==> config.mk <==
export PLATFORM = sky130hd
export DESIGN_NAME = ghm_div
export DESIGN_NICKNAME = d
export VERILOG_FILES = /design/src/ghm_pkg.sv /design/src/ghm_div.sv
export SDC_FILE = /design/constraint.sdc
export NUM_CORES = 1
export LEC_CHECK = 0
export BUFFER_PORTS_ARGS = -buffer_cell sky130_fd_sc_hd__clkbuf_2
export CAP_MARGIN = 5
export CORE_ASPECT_RATIO = 1.5
export CORE_UTILIZATION = 57
export DETAILED_ROUTE_END_ITERATION = 10
export GPL_ROUTABILITY_DRIVEN = 0
export PLACE_DENSITY = 0.81
export SYNTH_ARGS = -nofsm -noshare
export SYNTH_HDL_FRONTEND = slang
export SYNTH_SLANG_ARGS = --single-unit
==> constraint.sdc <==
create_clock -name clk_i -period 3 [get_ports clk_i]
set_input_delay 0.3 -clock clk_i [delete_from_list [all_inputs] [get_ports clk_i]]
set_output_delay 0.3 -clock clk_i [all_outputs]
set_load 0.005 [all_outputs]
==> src/ghm_pkg.sv <==
// Package with types and constants of the grid heat map histogram.
package ghm_pkg;

  localparam int unsigned MaxCells   = 4096;
  localparam int unsigned CellAw     = $clog2(MaxCells);
  localparam int unsigned CountWidth = 32;
  localparam int unsigned OccWidth   = $clog2(MaxCells + 1);
  localparam int unsigned CfgAw      = 3;
  localparam int unsigned CfgDw      = 32;

  localparam logic [1:0] ReqAdd   = 2'd0;
  localparam logic [1:0] ReqRead  = 2'd1;
  localparam logic [1:0] ReqClear = 2'd2;

  localparam logic [2:0] StCounted  = 3'd0;
  localparam logic [2:0] StOutside  = 3'd1;
  localparam logic [2:0] StInverted = 3'd2;
  localparam logic [2:0] StRead     = 3'd3;
  localparam logic [2:0] StCleared  = 3'd4;

  localparam logic [CfgAw-1:0] CfgLowX  = 3'd0;
  localparam logic [CfgAw-1:0] CfgLowY  = 3'd1;
  localparam logic [CfgAw-1:0] CfgHighX = 3'd2;
  localparam logic [CfgAw-1:0] CfgHighY = 3'd3;
  localparam logic [CfgAw-1:0] CfgCols  = 3'd4;
  localparam logic [CfgAw-1:0] CfgRows  = 3'd5;

  typedef struct packed {
    logic [1:0]         req_type;
    logic signed [31:0] point_x;
    logic signed [31:0] point_y;
    logic [11:0]        cell_select;
  } req_t;

  typedef struct packed {
    logic [2:0]  status;
    logic [11:0] cell_number;
    logic [31:0] cell_count;
    logic [31:0] max_count;
    logic [12:0] nonempty_cells;
  } rsp_t;

  // Handshake between the control unit and the divider.
  typedef struct packed {
    logic        start;
    logic [38:0] dividend;
    logic [31:0] divisor;
  } div_req_t;

endpackage

==> src/ghm_div.sv <==
// Restoring serial divider, one quotient bit per cycle.
module ghm_div (
  input  logic              clk_i,
  input  logic              rst_ni,
  input  ghm_pkg::div_req_t req_i,
  output logic              done_o,
  output logic [38:0]       quot_o
);
  import ghm_pkg::*;

  logic [38:0] quot_q, quot_d;
  logic [31:0] rem_q, rem_d;
  logic [31:0] dvs_q, dvs_d;
  logic [5:0]  cnt_q, cnt_d;
  logic        busy_q, busy_d;
  logic        done_q, done_d;
  logic [32:0] trial;

  always_comb begin
    quot_d = quot_q;
    rem_d  = rem_q;
    dvs_d  = dvs_q;
    cnt_d  = cnt_q;
    busy_d = busy_q;
    done_d = 1'b0;
    trial  = {rem_q, quot_q[38]};
    if (req_i.start) begin
      quot_d = req_i.dividend;
      rem_d  = '0;
      dvs_d  = req_i.divisor;
      cnt_d  = 6'd39;
      busy_d = 1'b1;
    end else if (busy_q) begin
      if (trial >= {1'b0, dvs_q}) begin
        rem_d  = 32'(trial - {1'b0, dvs_q});
        quot_d = {quot_q[37:0], 1'b1};
      end else begin
        rem_d  = trial[31:0];
        quot_d = {quot_q[37:0], 1'b0};
      end
      cnt_d = cnt_q - 6'd1;
      if (cnt_q == 6'd1) begin
        busy_d = 1'b0;
        done_d = 1'b1;
      end
    end
  end

  always_ff @(posedge clk_i or negedge rst_ni) begin
    if (!rst_ni) begin
      busy_q <= 1'b0;
      done_q <= 1'b0;
      cnt_q  <= '0;
    end else begin
      busy_q <= busy_d;
      done_q <= done_d;
      cnt_q  <= cnt_d;
    end
  end

  always_ff @(posedge clk_i) begin
    quot_q <= quot_d;
    rem_q  <= rem_d;
    dvs_q  <= dvs_d;
  end

  assign done_o = done_q;
  assign quot_o = quot_q;
endmodule

Yosys cells after proc, flatten, opt, wreduce, memory -nomap -nowiden
Index checks and enable logic that the tools add are counted.
{"block": "totals", "in_bits": 74, "mem_count": 0, "elab_cells": 23, "regBits": 111, "ramBits": 0, "mem_bits_ro": 0, "latchBits": 0}
{"block": "classes", "n_mux": 12, "n_bitwise": 0, "order_cmp": 1, "eq_ne": 1, "multipliers": 0, "div": 0, "n_reduce_logical": 1, "n_addsub": 2, "shifts": 0}
{"cell": "two-way mux 39 bit", "n": 2}
{"cell": "greater-or-equal comparator 33 x 32 -> 1 bit", "n": 1}
{"cell": "two-way mux 32 bit", "n": 1}
{"cell": "subtractor 32 bit", "n": 1}
{"cell": "two-way mux 6 bit", "n": 2}
{"cell": "two-way mux 1 bit", "n": 7}
{"cell": "== test 6 x 1 -> 1 bit, second input constant", "n": 1}
{"cell": "subtractor 6 x 1 -> 6 bit, second input constant", "n": 1}
{"cell": "nonzero test 2 bit", "n": 1}

Logic depth before layout (Yosys ltp)
Gate-level depths: netlist of the first run.
{"block": "logic_depth", "depth_word": 4, "mapped_depth": 13, "ltp_nobuf": 11}

Least setup slack after synthesis of the first run
Ideal clock, no wire load.
{"block": "synth_timing", "path_kind": "register to register", "from": "reg quot_q[38], in the netlist quot_o[38]", "to": "reg rem_q[28]", "path_stages_with_launch": 12, "synth_period_minus_slack_ps": 2545, "arrival_time_ps": 2466, "path_slack_ps": 455, "setup_ps": 79, "path_cell_list": "edfxtp_1 inv_1 ha_1 fa_1 nor2b_1 o31ai_2 a211oi_1 or2_1 nand3_1 and3_1 a221o_1 o211ai_1"}
{"block": "synth_via", "elab_chain_cells": 2, "word_cells_on_any_way": 3, "cone_classes": "add/sub (1); order compare (1); mux (1)"}
{"item": "start: declaration", "line": "ghm_div.sv:11", "text": "logic [38:0] quot_q, quot_d;"}
{"item": "start signal: assignment", "line": "ghm_div.sv:62", "text": "quot_q <= quot_d;"}
{"item": "subtractor 32 bit or greater-or-equal comparator 33 x 32 -> 1 bit (tied branches)", "line": "ghm_div.sv:35, ghm_div.sv:34"}
{"item": "two-way mux 32 bit (*)", "line": "ghm_div.sv:34", "text": "if (trial >= {1'b0, dvs_q}) begin"}
{"item": "end signal: assignment", "line": "ghm_div.sv:63", "text": "rem_q <= rem_d;"}
{"item": "end: declaration", "line": "ghm_div.sv:12", "text": "logic [31:0] rem_q, rem_d;"}
Mark *: on every way between the ends. The rest lies on a longest branch, timed or not.
A chain may end at the register's enable or synchronous reset.

Final worst setup path of the first run
{"block": "layout_timing", "from": "reg dvs_q[14]", "to": "reg rem_q[0]"}
{"block": "layout_via", "elab_chain_cells": 2}
{"item": "start: declaration", "line": "ghm_div.sv:13", "text": "logic [31:0] dvs_q, dvs_d;"}
{"item": "start signal: assignment", "line": "ghm_div.sv:64", "text": "dvs_q <= dvs_d;"}
{"item": "greater-or-equal comparator 33 x 32 -> 1 bit", "line": "ghm_div.sv:34"}
{"item": "two-way mux 32 bit", "line": "ghm_div.sv:34"}
Every way passes these cells.

==> results.md, run 1 <==
- Aggregate global-route resource usage: about 28%
- VDD IR max: 0.356 mV
- Detailed Routing Iterations Pass 1: 5
- Number of buffers added by the clock tree synthesis step: 9
- Type of origin of the critical path: flip-flop
- Routed via count: 5330
- Final count of negative-setup-slack endpoints: 0
- Outcome: finished, final reports clean
- Internal reg-to-reg setup slack: 200 ps
- Most used cells in the layout excluding fill and tap cells: 112 x sky130_fd_sc_hd__clkbuf_2, 71 x sky130_fd_sc_hd__edfxtp_1, 67 x sky130_fd_sc_hd__nand2_1
- Tightest slew margin relative to the limit: 47.0%
- End of the worst register-to-register path: rem_q[0]
- Largest net degree at the start of global routing: 45
- Die span in x: 88.2 um
- Critical path class: reg -> reg
- Static Leakage: roughly 3.4 nW
- Detailed Route Iter0 Violations: 361
- Number of enable-type register cells in the synthesized netlist: 71
- Clock-pin slew reported for the worst setup and hold paths after clock tree synthesis: 80 ps
- Global-route wire length before repair: 25.2 mm
- Die outline height: 131 um
- # H-tree levels: 3
- Maximum net fanout on the critical path: 8
- Worst Hold End: dvs_q[25]
- Hold WS: 115 ps
- Mean area per synthesized cell: 10.2 um2
- Highest clock rate: 357 MHz
- Seq cells post-synth: 111
- Post-route cell area: 0.00748 mm2
- Number of max-cap violations: 0
- Ys async rst share: 7.21%
- I/O pins: 114
- Instance count of the mapped netlist: 621
- Detail Placement HPWL: 11.2 mm
- Insertion delay to the later sink of the worst-skew pair: about 360 ps
- Placed instance area: 0.00713 mm2
- Primary FF master, synth: sky130_fd_sc_hd__edfxtp_1
- Post-synth design cell area: approximately 0.0064 mm2
- Number of antenna violations at the first check in global routing: 0
- Count of cells along the worst hold path: 1
- Clock sinks: around 110
- Total number of yosys warnings: 0
- CTS tree: yes
- Hold Path Origin: req_i[25]
- Worst-case reg-to-reg path depth: 11
- Total core area: 0.0107 mm2
- Per-cell routed wire length: about 17 um
- Number of core rows: 46
- Synthesized net count: 730
- Growth of design area from synthesis to finish: 17.6%
- Area enclosed by the die boundary: 0.0116 mm2
- Final cycle utilization of the critical path: 93.5%
- Slew at the pin closest to its max-slew limit: 792 ps
- Via count of the first global-routing pass: 5604
- Unique masters post-synth: 69
- Final-stage net count: 848
- Count of antenna-violating nets left after detailed routing: 0
- Fraction of layout cells with a size suffix above 1: 27.6%
- Buffers on Ports: ~110
- Arrival time worst endpoint: between 3000 and 4000 ps
- Fraction of the yosys area taken by sequential cells: a little under half
- DRC violation count after routing: 0
- Shortest clock period the worst path allows after layout: 2800 ps
- Worst min-delay path class: in -> reg
- Endpoints failing hold: 0
- Longest Clk Path Bufs: 2
- ANT cells: 0
- Commonest non-fill, non-tap cell in the layout: sky130_fd_sc_hd__clkbuf_2
- Ratio of routed vias to standard cells: 6.00
- Setup fix buffers added after clock tree synthesis: 0
- Worst Skew: approximately 13 ps
- Wire length after detailed routing: 15.3 mm
- Launch instance of the worst register-to-register path: dvs_q[14]
- Initial Util: about three fifths
- Final global-route overflow total: 0
- Required time of the critical path: 3260 ps
- Endpoint class of the critical path: flip-flop
- PD cells: 728 mW/mm2
- Root buffer cell: sky130_fd_sc_hd__clkbuf_16
- Max-slew violation total from the final report: 0
- Utilization after layout: 69.8%
logic make-up after synthesis:
| logic type | after synthesis | synth area share, % |
|---|---|---|
| simple gates | 173 | 12.8 |
| compound gates | 165 | 18.2 |
| flops | 111 | 46.8 |
| buf+inv | 69 | 4.25 |
| mux | 41 | 7.22 |
| fa+ha+maj | 35 | 7.01 |
| xor+xnor | 27 | 3.72 |
synthesized netlist by cell type (3+ instances only):
cell                       number  area share (%)
sky130_fd_sc_hd__nor4_1         4            0.39
sky130_fd_sc_hd__ha_1          34             6.7
sky130_fd_sc_hd__dfrtp_1        8             3.1
sky130_fd_sc_hd__and3_1        11             1.1
sky130_fd_sc_hd__nand2_1       67             4.0
sky130_fd_sc_hd__o31ai_1        3            0.35
sky130_fd_sc_hd__o21a_1         6            0.71
sky130_fd_sc_hd__nand3_1       10            0.79
sky130_fd_sc_hd__a21oi_1       37             2.9
sky130_fd_sc_hd__mux2_2        39             6.9
sky130_fd_sc_hd__dfxtp_1       32              10
sky130_fd_sc_hd__nand4_1        5            0.49
sky130_fd_sc_hd__xnor2_1       14             1.9
sky130_fd_sc_hd__a32oi_1        5            0.69
sky130_fd_sc_hd__edfxtp_1      71              34
sky130_fd_sc_hd__a211oi_1       3            0.35
sky130_fd_sc_hd__o21ai_0       18             1.4
sky130_fd_sc_hd__nor2_1        42             2.5
sky130_fd_sc_hd__nand2b_1       9            0.89
sky130_fd_sc_hd__a311oi_1      16             2.2
sky130_fd_sc_hd__o211ai_1       8            0.94
sky130_fd_sc_hd__buf_2          9            0.71
sky130_fd_sc_hd__a31oi_1        5            0.49
sky130_fd_sc_hd__o21ai_1       10            0.79
sky130_fd_sc_hd__a31o_2         3            0.41
sky130_fd_sc_hd__xor2_1        13             1.8
sky130_fd_sc_hd__nor3_1         4            0.31
sky130_fd_sc_hd__clkbuf_1      16            0.94
sky130_fd_sc_hd__a21o_1        20             2.4
sky130_fd_sc_hd__inv_1         44             2.6
sky130_fd_sc_hd__or3_1          4            0.39
sky130_fd_sc_hd__nor2b_1        4            0.39
timing repair:
| action | in CTS | in global routing |
|---|---|---|
| endpoints found under the setup margin | 0 | 7 |
| hold buffers | 1 | 0 |
| gates resized for setup | 0 | 8 |
| hold endpoints to repair | 8 | 0 |
worst max-delay path, cell delays in order, from the launching register on:
cell and delay (ps):
sky130_fd_sc_hd__edfxtp_1 330, sky130_fd_sc_hd__inv_1 40, sky130_fd_sc_hd__ha_1 350, sky130_fd_sc_hd__a21oi_1 270
sky130_fd_sc_hd__o21ai_0 190, sky130_fd_sc_hd__a311oi_2 450, sky130_fd_sc_hd__a21boi_2 130, sky130_fd_sc_hd__nor2_1 270
sky130_fd_sc_hd__buf_4 230, sky130_fd_sc_hd__buf_4 150, sky130_fd_sc_hd__nand2_1 50, sky130_fd_sc_hd__a311oi_1 250
routing by layer:
layer  share of wire, %  GRT usage, %  vias up
met3                6.8          6.22       65
met5                  0             0        -
met2                 52          48.8      240
met1                 37          30.0     2491
met4                4.7          14.2        0
li1                   -             -     2534
registers in the layout (all words and copies together) (netlist names):
signal / count
busy_q: 1
cnt_q: 6
done_o: 1
dvs_q: 32
quot_o: 39
rem_q: 32
layout make-up:
class | count | area, um2
Clock buffer | 9 | 225
Clock inverter | 7 | 71.3
Fill cell | 811 | 3230
Inverter | 44 | 165
Multi-Input combinational cell | 441 | 3150
Sequential cell | 111 | 2970
Tap cell | 144 | 180
Timing Repair Buffer | 132 | 713
metrics by stage:
| step | power, W | setup slack [ps] | instances | setup TNS, ps |
|---|---|---|---|---|
| 3_5_place_dp | 0.00419 | 119 | 871 | 0 |
| 6_report | 0.00544 | 196 | 888 | 0 |
| 4_1_cts | 0.00539 | 106 | 888 | 0 |
| 3_3_place_gp | 0.00413 | 251 | 871 | 0 |
| 2_1_floorplan | 0.00356 | 455 | 621 | 0 |
| 5_1_grt | 0.00575 | -11.5 | 888 | -11.5 |
worst max path at each step:
stage | startpoint | endpoint | slack, ps | cells after the start
finish | dvs_q[14] | rem_q[0] | 200 | 11
global route | dvs_q[27] | rem_q[29] | -10 | 11
CTS | dvs_q[26] | rem_q[29] | 110 | 11
detailed placement | dvs_q[26] | rem_q[29] | 120 | 11
global placement | quot_o[38] | rem_q[28] | 250 | 11
floorplan | quot_o[38] | rem_q[28] | 460 | 11
power by group:
group	internal (W)	switching, W	total [W]
clock network	0.000589	0.000598	0.00119
logic	0.000952	0.00124	0.00219
registers	0.00188	0.000183	0.00206
total	0.00342	0.00202	0.00544
(Power assumes the default switching activity.)
==> run 2: changes to the inputs <==
--- a/config.mk
+++ b/config.mk
@@ -7,2 +7,3 @@
 export LEC_CHECK = 0
+export ABC_AREA = 1
 export BUFFER_PORTS_ARGS = -buffer_cell sky130_fd_sc_hd__clkbuf_2
@@ -10,3 +11,4 @@
 export CORE_ASPECT_RATIO = 1.5
-export CORE_UTILIZATION = 57
+export CORE_UTILIZATION = 58
+export CTS_CLUSTER_DIAMETER = 200
 export DETAILED_ROUTE_END_ITERATION = 10
==> constraint.sdc (replaced) <==
create_clock -name clk_i -period 3 [get_ports clk_i]
set_input_delay 0.45 -clock clk_i [delete_from_list [all_inputs] [get_ports clk_i]]
set_output_delay 0.45 -clock clk_i [all_outputs]
set_load 0.005 [all_outputs]
==> run 2 against run 1 <==
  * Non-clock buffer count shrank 8
  * Sequential share of layout area decreased by 3.6 points
  * Synthesized cell count rose by 65%
  * Die area grew 11%
  * Routed wire length increased by 16%
  * Worst hold slack improved by 150 ps
  * Worst setup slack improved by 370 ps
  * Register-to-register slack gained 370 ps
  * Combinational power increased by 25%
  * Total power rose by 9.8%
  * Via count is 25% higher
  * Largest cell class unchanged
  * Highest routed layer unchanged
==> results.md, run 2 <==
- Number of core rows: 49
- Top-area cell type share of the netlist area: 29.6%
- Top cell type by total area after synthesis: sky130_fd_sc_hd__edfxtp_1
- Ranking of synthesized cells by area: sky130_fd_sc_hd__edfxtp_1 30%, sky130_fd_sc_hd__nand2_1 23%, sky130_fd_sc_hd__inv_1 9.5%, sky130_fd_sc_hd__dfxtp_1 8.9%, sky130_fd_sc_hd__ha_1 5.9%
- Largest net degree at the start of global routing: 50
- Internal Power: about 0.0035 W
- Sw Ratio: 41.7%
- Switching component of the power: 0.00249 W
- Maximum net fanout on the critical path: 32
- Outcome: finished, final reports clean
- Number of antenna violations at the first check in global routing: 0
- Max-slew violation total from the final report: 0
- Setup fix buffers added after clock tree synthesis: 0
- Endpoint class of the critical path: flip-flop
- DRC violation count after routing: 0
- Number of buffers added by the clock tree synthesis step: 9
- Endpoints failing hold: 0
- Commonest non-fill, non-tap cell in the layout: sky130_fd_sc_hd__nand2_1
- Insertion delay to the later sink of the worst-skew pair: 360 ps
- Wire length after detailed routing: 17.8 mm
- Detailed Routing Iterations Pass 1: 5
- Final global-route overflow total: 0
- Buffers on Ports: 113
- Aggregate negative setup slack: 0 ps
- Detailed Route Iter0 Violations: 342
- Root buffer cell: sky130_fd_sc_hd__clkbuf_16
- Combinational fraction of design power: 45.7%
- Flip-flop count of the largest register after layout: 39
- PD cells: 726 mW/mm2
- Clock share of power: 20.4%
- CTS tree: yes
- Fraction of layout cells with a size suffix above 1: 14.4%
- Seq cells post-synth: 111
- Mean area per synthesized cell: between 7 and 8 um2
- Number of max-cap violations: 0
- Via count of the first global-routing pass: 6508
- Growth of design area from synthesis to finish: 14.1%
- Unique masters post-synth: 37
- Routed via count: 6681
- Arrival time worst endpoint: 2660 ps
- Post-route cell area: between 0.008 and 0.009 mm2
- Total core area: 0.0121 mm2
- Type of origin of the critical path: flip-flop
- Longest Clk Path Bufs: 2
- # H-tree levels: 3
- Post-Place Worst Slack: 642 ps
- Aggregate global-route resource usage: between 20 and 30%
- VDD IR max: 0.399 mV
- ANT cells: 0
- Per-cell routed wire length: 13.8 um
- Final-stage net count: 1246
- Most used cells in the layout excluding fill and tap cells: 433 x sky130_fd_sc_hd__nand2_1, 182 x sky130_fd_sc_hd__inv_1, 112 x sky130_fd_sc_hd__clkbuf_2
- Shortest clock period the worst path allows after layout: 2440 ps
- Instance count of the mapped netlist: 1026
- Number of enable-type register cells in the synthesized netlist: a little over 70
- Placed instance area: 0.00792 mm2
- Slew at the pin closest to its max-slew limit: around 640 ps
- Final cycle utilization of the critical path: 81.3%
- Utilization after layout: between 60% and 70%
- Die span in x: 93.1 um
- Critical path class: reg -> reg
- Die outline height: 139 um
- Global-route wire length before repair: around 29 mm
- RSZ-0062 raised after global routing: false
- Required time of the critical path: 3220 ps
- Worst min-delay path class: in -> reg
- Most common library cells after synthesis: 433 x sky130_fd_sc_hd__nand2_1, 183 x sky130_fd_sc_hd__inv_1, 75 x sky130_fd_sc_hd__nand3_1, 71 x sky130_fd_sc_hd__edfxtp_1, 46 x sky130_fd_sc_hd__nor2_1
- Part of the total power dissipated in sequential elements: between 30% and 40%
- I/O pins: 114
- Fraction of the yosys area taken by sequential cells: between 40% and 50%
- Ratio of routed vias to standard cells: 5.16
- Tightest slew margin relative to the limit: 57.6%
- Total number of yosys warnings: 0
- Highest clock rate: roughly 410 MHz
- Area enclosed by the die boundary: 0.0129 mm2
- Count of antenna-violating nets left after detailed routing: 0
- Post-synth design cell area: 0.00721 mm2
- Final count of negative-setup-slack endpoints: 0
- Final WS setup: 562 ps
- Static Leakage: 4.60 nW
- Primary FF master, synth: sky130_fd_sc_hd__edfxtp_1
- Clock-pin slew reported for the worst setup and hold paths after clock tree synthesis: around 80 ps
- Clock sinks: 111
- Design Power: ~0.006 W
- Worst Skew: 13.4 ps
- Leading cell type by number of instances after synthesis: sky130_fd_sc_hd__nand2_1
- Detail Placement HPWL: 13.4 mm
- Initial Util: 59.7%
- Synthesized net count: 1135
- Ys async rst share: 7.21%
==> run 2: cell types whose count changed in the layout (fill, tap and decap cells not counted), sizes merged, moves of 12 or more <==
cell / before / now
xor2: 13 / 1
a21o: 21 / 0
nand3: 10 / 82
a311oi: 18 / 0
a21oi: 37 / 24
nand2: 68 / 439
mux2: 39 / 0
inv: 48 / 187
nand3b: 2 / 14
==> run 2: routing by layer <==
layer,global-route usage [%],share of wire [%]
met4,17.2,5.6
met2,48.6,48
met1,33.2,39
met5,0,0
met3,5.87,7.0
==> run 2: kinds of logic after synthesis <==
| kind of cell | share of synthesized area [%] |
|---|---|
| AOI/OAI and AO/OA | 3.68 |
| xor gates and xnor gates | 1.70 |
| adders and majority gates | 6.17 |
| buffers and inverters | 11.7 |
| DFF | 41.2 |
| and+or+nand+nor | 35.6 |
==> run 2: worst paths after layout <==
path / end / slack [ps] / startpoint / cells past startpoint
worst max register to register: rem_q[4] / 560 / dvs_q[11] / 13
min in group asynchronous: cnt_q[0] / 480 / rst_ni / 2
worst min-delay path: dvs_q[26] / 260 / req_i[26] / 1
worst min register to register: rem_q[14] / 470 / rem_q[14] / 2
max in group asynchronous: done_o / 2320 / rst_ni / 2
worst max-delay path: rem_q[4] / 560 / dvs_q[11] / 13
==> run 2: per-stage QoR <==
step	instances	hold WS, ps
after global placement	1278	307
after detailed placement	1278	310
after CTS	1295	249
after global routing	1295	250
after floorplan	1026	154
final	1295	260
==> run 2: what timing repair did <==
item                      CTS  global route
hold endpoints to repair    8             0
resized for setup           0             0
hold buffers                1             0
==> run 2: final cells by class <==
cell class	instances	area (um2)
flip-flops and latches	111	2970
repair buffers	124	663
clock inverters	6	62.6
inverters	186	698
fillers	1009	3850
multi-input cells	705	3400
clock buffers	10	239
well taps	153	191
==> run 2: worst max-delay path, cell delays in order, from the launching register on <==
cell	delay, ps
sky130_fd_sc_hd__edfxtp_1	330
sky130_fd_sc_hd__inv_1	40
sky130_fd_sc_hd__ha_1	340
sky130_fd_sc_hd__nand2_1	130
sky130_fd_sc_hd__nor2_1	290
sky130_fd_sc_hd__nand2_1	110
sky130_fd_sc_hd__inv_1	80
sky130_fd_sc_hd__nand2_1	80
sky130_fd_sc_hd__nand2_2	100
sky130_fd_sc_hd__nand2_4	140
sky130_fd_sc_hd__nand2_4	390
sky130_fd_sc_hd__nand2_1	90
sky130_fd_sc_hd__nand3_1	80
sky130_fd_sc_hd__o21ai_0	90
==> run 2: power by group through the flow <==
| stage | logic [W] | registers, W | clock network (W) |
|---|---|---|---|
| 3_3_place_gp | 0.00264 | 0.00205 | 0 |
| 4_1_cts | 0.00270 | 0.00202 | 0.00124 |
| 5_1_grt | 0.00309 | 0.00205 | 0.00129 |
| 3_5_place_dp | 0.00268 | 0.00205 | 0 |
| 2_1_floorplan | 0.00211 | 0.00202 | 0 |
| 6_report | 0.00273 | 0.00202 | 0.00122 |
